<file path="config.mk">
export PLATFORM = sky130hd
export DESIGN_NAME = sorted_priority_queue
export DESIGN_NICKNAME = d
export VERILOG_FILES = /design/src/hdl/spq_pkg.sv /design/src/hdl/spq_cell.sv /design/src/hdl/sorted_priority_queue.sv
export SDC_FILE = /design/constraint.sdc
export NUM_CORES = 2
export LEC_CHECK = 0
export BUFFER_PORTS_ARGS = -buffer_cell sky130_fd_sc_hd__buf_4
export CORE_ASPECT_RATIO = 1.75
export CORE_MARGIN = 8
export CORE_UTILIZATION = 49
export DETAILED_ROUTE_END_ITERATION = 10
export GPL_TIMING_DRIVEN = 1
export PLACE_DENSITY = 0.7
export SLEW_MARGIN = 0
export SYNTH_ARGS = -nofsm -noshare
export SYNTH_HDL_FRONTEND = slang
export SYNTH_HIERARCHICAL = 1
export SYNTH_SLANG_ARGS = --single-unit
</file>
<file path="constraint.sdc">
create_clock -name clk_i -period 7.2 [get_ports clk_i]
set_clock_uncertainty 0.15 [all_clocks]
set_input_delay 0.36 -clock clk_i [delete_from_list [all_inputs] [get_ports clk_i]]
set_output_delay 0.36 -clock clk_i [all_outputs]
set_load 0.02 [all_outputs]
</file>
<file path="src/hdl/spq_pkg.sv">
`timescale 1ns / 1ps
`default_nettype none
// ----------------------------------------------------------------------------
// spq_pkg: shared types for the sorted priority queue
// Command and result item layouts, status codes and the per-cell control word.
// ----------------------------------------------------------------------------
package spq_pkg;

  localparam int unsigned ValueW = 16;
  localparam int unsigned PrioW  = 16;

  // command codes carried in the command field
  typedef enum logic [1:0] {
    CMD_PUSH   = 2'd0,
    CMD_POP    = 2'd1,
    CMD_DELETE = 2'd2
  } cmd_e;

  // result status codes
  typedef enum logic [1:0] {
    ST_OK         = 2'd0,
    ST_POP_EMPTY  = 2'd1,
    ST_NOT_FOUND  = 2'd2,
    ST_PUSH_FULL  = 2'd3
  } status_e;

  // operation broadcast to every cell
  typedef enum logic [1:0] {
    OP_HOLD   = 2'd0,
    OP_PUSH   = 2'd1,
    OP_POP    = 2'd2,
    OP_DELETE = 2'd3
  } op_e;

  // command item
  typedef struct packed {
    logic [1:0]              command;
    logic [ValueW-1:0]       item_value;
    logic signed [PrioW-1:0] item_priority;
    logic [ValueW-1:0]       match_value;
  } cmd_t;

  // result item
  typedef struct packed {
    logic [1:0]        status;
    logic [ValueW-1:0] head_value;
    logic              queue_empty;
    logic [4:0]        entry_count;
  } result_t;

  // one stored entry
  typedef struct packed {
    logic [ValueW-1:0]       value;
    logic signed [PrioW-1:0] prio;
  } entry_t;

  // control word shared by all cells
  typedef struct packed {
    op_e                     op;
    logic                    head_ins;
    logic [ValueW-1:0]       new_value;
    logic signed [PrioW-1:0] new_priority;
    logic [ValueW-1:0]       key;
  } cell_ctrl_t;

endpackage
`default_nettype wire

</file>
<file path="src/hdl/spq_cell.sv">
`timescale 1ns / 1ps
`default_nettype none
// ----------------------------------------------------------------------------
// spq_cell: one slot of the sorted queue
// Holds one entry, compares it with the broadcast command and takes the new
// item, its left neighbor or its right neighbor, or keeps its own entry.
// ----------------------------------------------------------------------------
module spq_cell #(
  parameter bit IsFirst = 1'b0
) (
  input  wire logic                clk_i,
  input  wire spq_pkg::cell_ctrl_t ctrl_i,
  input  wire logic                occupied_i,
  input  wire spq_pkg::entry_t     left_i,
  input  wire spq_pkg::entry_t     right_i,
  input  wire logic                ge_left_i,
  input  wire logic                seen_left_i,
  output spq_pkg::entry_t          entry_o,
  output logic                     ge_o,
  output logic                     seen_o
);

  spq_pkg::entry_t entry_q, entry_d;
  logic            lower;
  logic            match;

  // new item lands at or before this slot
  assign lower = occupied_i && (entry_q.prio < ctrl_i.new_priority);
  assign ge_o  = ctrl_i.head_ins || (!IsFirst && !lower);

  // first matching key seen at or before this slot
  assign match  = occupied_i && (entry_q.value == ctrl_i.key);
  assign seen_o = seen_left_i || match;

  // next entry selection
  always_comb begin
    entry_d = entry_q;
    unique case (ctrl_i.op)
      spq_pkg::OP_PUSH: begin
        if (ge_left_i) begin
          entry_d = left_i;
        end else if (ge_o) begin
          entry_d.value = ctrl_i.new_value;
          entry_d.prio  = ctrl_i.new_priority;
        end
      end
      spq_pkg::OP_POP: begin
        entry_d = right_i;
      end
      spq_pkg::OP_DELETE: begin
        if (seen_o) begin
          entry_d = right_i;
        end
      end
      default: begin
        entry_d = entry_q;
      end
    endcase
  end

  // entry storage
  always_ff @(posedge clk_i) begin
    entry_q <= entry_d;
  end

  assign entry_o = entry_q;

endmodule
`default_nettype wire

</file>
<file path="src/hdl/sorted_priority_queue.sv">
`timescale 1ns / 1ps
`default_nettype none
// ----------------------------------------------------------------------------
// sorted_priority_queue: bounded priority queue kept in sorted order
// Result timing: the result item appears in the cycle after its command is taken.
// Throughput: one command per cycle; every cell shifts or loads in the same cycle.
// busy is always low and the receiver cannot stall, so nothing backs up.
// Reset: asynchronous, active low; clears the count and the result strobe,
// entry storage is not cleared.
// ----------------------------------------------------------------------------
module sorted_priority_queue #(
  parameter int unsigned CAPACITY = 16
) (
  input  wire logic             clk_i,
  input  wire logic             rst_ni,
  input  wire logic             start,
  output logic                  busy,
  input  wire spq_pkg::cmd_t    cmd_i,
  output logic                  done_o,
  output spq_pkg::result_t      result_o
);

  localparam int unsigned CntW = $clog2(CAPACITY + 1);

  logic [CntW-1:0]     count_q, count_d;
  logic                done_q;
  spq_pkg::status_e    status_q, status_d;
  spq_pkg::cell_ctrl_t ctrl;
  logic                accept;
  logic                full;
  logic                empty;

  spq_pkg::entry_t     entries [CAPACITY];
  logic [CAPACITY:0]   ge_chain;
  logic [CAPACITY:0]   seen_chain;
  logic [CAPACITY-1:0] occupied;

  assign busy   = 1'b0;
  assign accept = start && !busy;
  assign full   = (count_q == CntW'(CAPACITY));
  assign empty  = (count_q == '0);

  // command decode and count update
  always_comb begin
    ctrl.op           = spq_pkg::OP_HOLD;
    ctrl.head_ins     = empty || (entries[0].prio > cmd_i.item_priority);
    ctrl.new_value    = cmd_i.item_value;
    ctrl.new_priority = cmd_i.item_priority;
    ctrl.key          = cmd_i.match_value;
    count_d           = count_q;
    status_d          = spq_pkg::ST_OK;
    if (accept) begin
      unique case (cmd_i.command)
        spq_pkg::CMD_PUSH: begin
          if (full) begin
            status_d = spq_pkg::ST_PUSH_FULL;
          end else begin
            ctrl.op = spq_pkg::OP_PUSH;
            count_d = count_q + CntW'(1);
          end
        end
        spq_pkg::CMD_POP: begin
          if (empty) begin
            status_d = spq_pkg::ST_POP_EMPTY;
          end else begin
            ctrl.op = spq_pkg::OP_POP;
            count_d = count_q - CntW'(1);
          end
        end
        spq_pkg::CMD_DELETE: begin
          if (seen_chain[CAPACITY]) begin
            ctrl.op = spq_pkg::OP_DELETE;
            count_d = count_q - CntW'(1);
          end else begin
            status_d = spq_pkg::ST_NOT_FOUND;
          end
        end
        default: begin
          ctrl.op = spq_pkg::OP_HOLD;
        end
      endcase
    end
  end

  // cell row
  assign ge_chain[0]   = 1'b0;
  assign seen_chain[0] = 1'b0;

  for (genvar i = 0; i < CAPACITY; i++) begin : g_cell
    spq_pkg::entry_t left_e;
    spq_pkg::entry_t right_e;

    assign occupied[i] = (count_q > CntW'(i));

    if (i == 0) begin : g_left_edge
      assign left_e = '0;
    end else begin : g_left_link
      assign left_e = entries[i-1];
    end

    if (i == CAPACITY - 1) begin : g_right_edge
      assign right_e = '0;
    end else begin : g_right_link
      assign right_e = entries[i+1];
    end

    spq_cell #(
      .IsFirst (i == 0)
    ) u_cell (
      .clk_i       (clk_i),
      .ctrl_i      (ctrl),
      .occupied_i  (occupied[i]),
      .left_i      (left_e),
      .right_i     (right_e),
      .ge_left_i   (ge_chain[i]),
      .seen_left_i (seen_chain[i]),
      .entry_o     (entries[i]),
      .ge_o        (ge_chain[i+1]),
      .seen_o      (seen_chain[i+1])
    );
  end

  // control registers
  always_ff @(posedge clk_i or negedge rst_ni) begin
    if (!rst_ni) begin
      count_q  <= '0;
      done_q   <= 1'b0;
      status_q <= spq_pkg::ST_OK;
    end else begin
      count_q <= count_d;
      done_q  <= accept;
      if (accept) begin
        status_q <= status_d;
      end
    end
  end

  // result item from the registered state
  logic [CntW+4:0] count_ext;
  assign count_ext = (CntW + 5)'(count_q);

  assign done_o               = done_q;
  assign result_o.status      = status_q;
  assign result_o.head_value  = empty ? '0 : entries[0].value;
  assign result_o.queue_empty = empty;
  assign result_o.entry_count = count_ext[4:0];

endmodule
`default_nettype wire

</file>
-- After elaboration in Yosys (flattened, before gate mapping)
Index checks and enable logic that the tools add are counted.
- word-level logic and storage cells: 301
- input bits: 53
- output and inout port bits: 26
- register bits: 520
- add/sub/neg operators: 2
- magnitude comparators: 32
- reductions and logical operators: 98
- equality and inequality tests: 57
- muxes and demuxes: 77
- operator list (cell ; number):
    $pmux W32 S3 ; 16
    $mux W32 ; 47
    $eq A16 B16 Y1 ; 16
    $lt A16 B16 Y1 ; 15
    $reduce_and A3 Y1 ; 16
    $ne A3 B1 Y1 const B ; 15
    $gt A5 B4 Y1 const B ; 8
    $ne A2 B1 Y1 const B ; 18
    $logic_and A1 B1 Y1 ; 31
    $logic_or A1 B1 Y1 ; 31
    $gt A5 B3 Y1 const B ; 4
    $gt A16 B16 Y1 ; 1
    $mux W16 ; 1
    $logic_not A1 Y1 ; 15
    $mux W5 ; 3
    $pmux W5 S3 ; 1
    $pmux W2 S3 ; 2
    $gt A5 B1 Y1 const B ; 2
    $gt A5 B2 Y1 const B ; 2
    $mux W2 ; 5
    $eq A2 B2 Y1 const B ; 3
    $reduce_bool A3 Y1 ; 2
    $add A5 B1 Y5 const B ; 1
    $eq A5 B5 Y1 const B ; 1
    other kinds (7) ; 10

-- Longest topological paths before layout
- depth in word-level cells: 23
- mapped depth: 31
- mapped depth without buffers: 27

-- Cells and area by module
The synthesis kept the hierarchy.
- modules (own cells, without submodules) (module ; times used ; area each (µm²) ; cells each ; sequential area each (µm²)):
    spq_cell (g_cell[10].u_cell ...) ; 8 ; 2302.2 ; 228 ; 960.9
    spq_cell (g_cell[3].u_cell ...) ; 7 ; 2293.4 ; 227 ; 960.9
    spq_cell (g_cell[0].u_cell) ; 1 ; 1844.3 ; 169 ; 960.9
    sorted_priority_queue ; 1 ; 1295.0 ; 172 ; 200.2

-- Worst setup path before layout
Ideal clock, no wire load.
- kind: reg-to-reg
- from: register count_q[1]
- to: register g_cell[10].u_cell.entry_q, in the netlist g_cell[10].u_cell/entry_o[0] (enable)
- arrival time: 7.364 ns
- setup time: 0.437 ns
- stages on the path, launching flop included: 28
- path buffers: 1
- data required time: 6.613 ns
- period minus slack after synthesis: 7.950 ns
- path slack: -0.750 ns
- cells stage by stage: dfrtp_1 > inv_1 > ha_1 > nand2_2 > buf_2 > nand3_1 > o21bai_1 > a21o_1 > a21o_1 > a21o_1 > a21o_1 > a21o_1 > a21o_1 > a21o_1 > a21o_1 > a21o_1 > a21o_1 > a21o_1 > a21o_1 > a21o_1 > a21o_1 > a21o_1 > nand2_1 > a21oi_1 > ha_1 > inv_1 > nor4b_2 > a2bb2oi_1
- RTL lines (what ; line ; RTL):
    start: declaration ; sorted_priority_queue.sv:25 ; logic [CntW-1:0] count_q, count_d;
    start signal: assignment ; sorted_priority_queue.sv:130 ; count_q <= count_d;
    end signal: assignment ; spq_cell.sv:63 ; entry_q <= entry_d;
    end: declaration ; spq_cell.sv:23 ; spq_pkg::entry_t entry_q, entry_d;

==> impl_results.md <==
- # H-tree levels: 2
- Initial antenna violation count: 0
- Multi-input gate area: 0.0205 mm²
- HPWL Detailed: 75.2 mm
- CTS buffer count: 51
- Initial Utilization: 49.4%
- GRT met3 Usage: 1.95%
- Vias/cell: 5.60
- Max-slew headroom: 18.1%
- Worst-path maximum fanout: 63
- Sequential cell area: 0.0156 mm²
- Die ar.: 0.0862 mm²
- DR vias: 27,300
- Synth Area per Inst: 10.0 µm²
- Fill cell count: 6,892
- Iteration-0 DRC Markers: 1,276
- I/O pin total: 79
- Final setup vio count: 0
- Port buffer count: 77
- Worst Hold Depth: 3
- Fin. Hold Viols: 0
- Ant diodes: 0
- GPL Wtd Cong: 0.892
- Final ANT Viol Nets: 0
- Mapped Area: 0.0376 mm²
- Min Tclk post-route: 6560 ps
- Worst-Margin Slew: 1230 ps
- Clk sinks: 520
- Final Util: 54.2%
- Met2 Use GR: 41.8%
- Setup CP Type: reg -> reg
- Peak VDD IR: 0.200 mV
- Most Crowded Layer GR: met2
- Outcome: finished clean
- Commonest non-fill, non-tap cells in the layout: nand2_1 (571), mux2i_1 (514), edfxtp_1 (512)
- Clock Latency Late Sink: 600 ps
- P_leak: 18.2 nW
- Clock Tree Buf Depth: 3
- Layout area overhead: 9.68%
- Setup TNS: 0 ps
- Syn Inst Count: 3,753
- Max-cap violations: 0
- Row cnt: 134
- Drt drc: 0
- Drt wl/cell: 19.8 µm
- Global route overflow: 0
- PwrDens: 261 mW/mm²
- Gr usage total: 22.2%
- Fmax: 0.152 GHz
- Die Width: 225 µm
- Vias in the first global route: 28,000
- Period Utilization, post-route: 91.1%
- Register-to-Register Path Depth: 26
- Arrival @ worst endpoint: 6750 ps
- Final wirelength: 96.8 mm
- Hold WC Path Type: in -> reg
- CTS Root Buffer Type: clkbuf_16
- Setup crit start kind: register
- CTS tree: built
- Largest net degree at the start of global routing: 68
- Clock slew at reported path FFs: 70 ps
- Die Span Y: 382 µm
- GR Layer Usage met1: 24.7%
- Max Slew Vio Count: 0
- Most common cell after layout, fill and taps aside: nand2_1
- YS warnings: 6
- DR pass1 iterations: 5
- Crit end category: register
- Share of cells above drive strength 1: 7.75%
- CP required: 7390 ps
- RSZ-0062 raised after global routing: false
- Post-CTS resize count: 0
- # nets final: 4,169
- Core area: 0.0761 mm²
- First-pass GRT wire length: 154 mm
==> where the power goes <==
part | total (mW) | internal (mW) | switching (mW)
Combinational | 3.56 | 1.48 | 2.08
Sequential | 4.47 | 4.06 | 0.410
Clock | 2.73 | 1.55 | 1.18
==> cell type report <==
cell class                 instances  area share (%)
clock buffer                      70            3.44
clock inverter                    22           0.537
inverter                         314            2.86
multi-input combinational       2802            49.7
sequential                       520            37.8
tap                             1020            3.09
timing repair buffer             131            2.58
==> path summary, 6_finish.rpt <==
path	to	startpoint	slack (ps)
max in group asynchronous	status_q[0]$_DFFE_PN0P_	rst_ni	5870
max	g_cell[3].u_cell/entry_o[10]$_DFFE_PP_	count_q[4]$_DFFE_PN0P_	640
min in group asynchronous	count_q[1]$_DFFE_PN0P_	rst_ni	680
min reg2reg	status_q[1]$_DFFE_PN0P_	status_q[1]$_DFFE_PN0P_	390
max reg2reg	g_cell[3].u_cell/entry_o[10]$_DFFE_PP_	count_q[4]$_DFFE_PN0P_	640
min	g_cell[3].u_cell/entry_o[26]$_DFFE_PP_	cmd_i[42]	150
==> worst max-delay path: stages, from the launching register on <==
cell and delay (ps):
dfrtp_1 520, nor3_2 390, o21ai_0 290, and3_1 230, a21o_1 170, a21o_1 180, a21o_1 170, a21o_1 170
a21o_1 170, a21o_1 170, a21o_1 170, a21o_1 170, a21o_1 170, a21o_1 170, a21o_1 170, a21o_1 170
a21o_1 180, a21o_1 170, a21o_1 200, nand2_1 180, a21oi_4 240, buf_4 270, inv_1 70, ha_1 130
or2_2 850, buf_4 250, o21ai_1 70
==> registers in the layout, summed over array words and instances, names as in the netlist <==
register / count
count_q: 5
done_o: 1
g_cell.u_cell/entry_o: 512
status_q: 2
==> metrics by stage <==
stage	worst slack (ps)	cells	hold slack, ps	area (µm²)	total power [mW]
after floorplan	52.2	3820	-85.6	37900	7.03
after global placement	836	4784	49.8	39600	7.95
after detailed placement	775	4784	49.2	39600	8.08
after CTS	733	4879	112	41200	10.8
after global routing	266	4879	154	41200	11.3
final	641	4879	146	41200	10.8
==> repair_timing <==
item	4_1_cts	5_1_grt
endpoints found under the hold margin	11	0
hold buffers	3	0
endpoints found under the setup margin	0	0
setup buffers	0	0
==> layer usage <==
| metal | vias up | routed length, µm |
|---|---|---|
| li1 | 13500 | - |
| met1 | 13100 | 37500 |
| met2 | 575 | 51500 |
| met3 | 187 | 3100 |
| met4 | 0 | 4620 |
| met5 | - | 0 |
No activity file was read; power rests on OpenSTA's default activity.
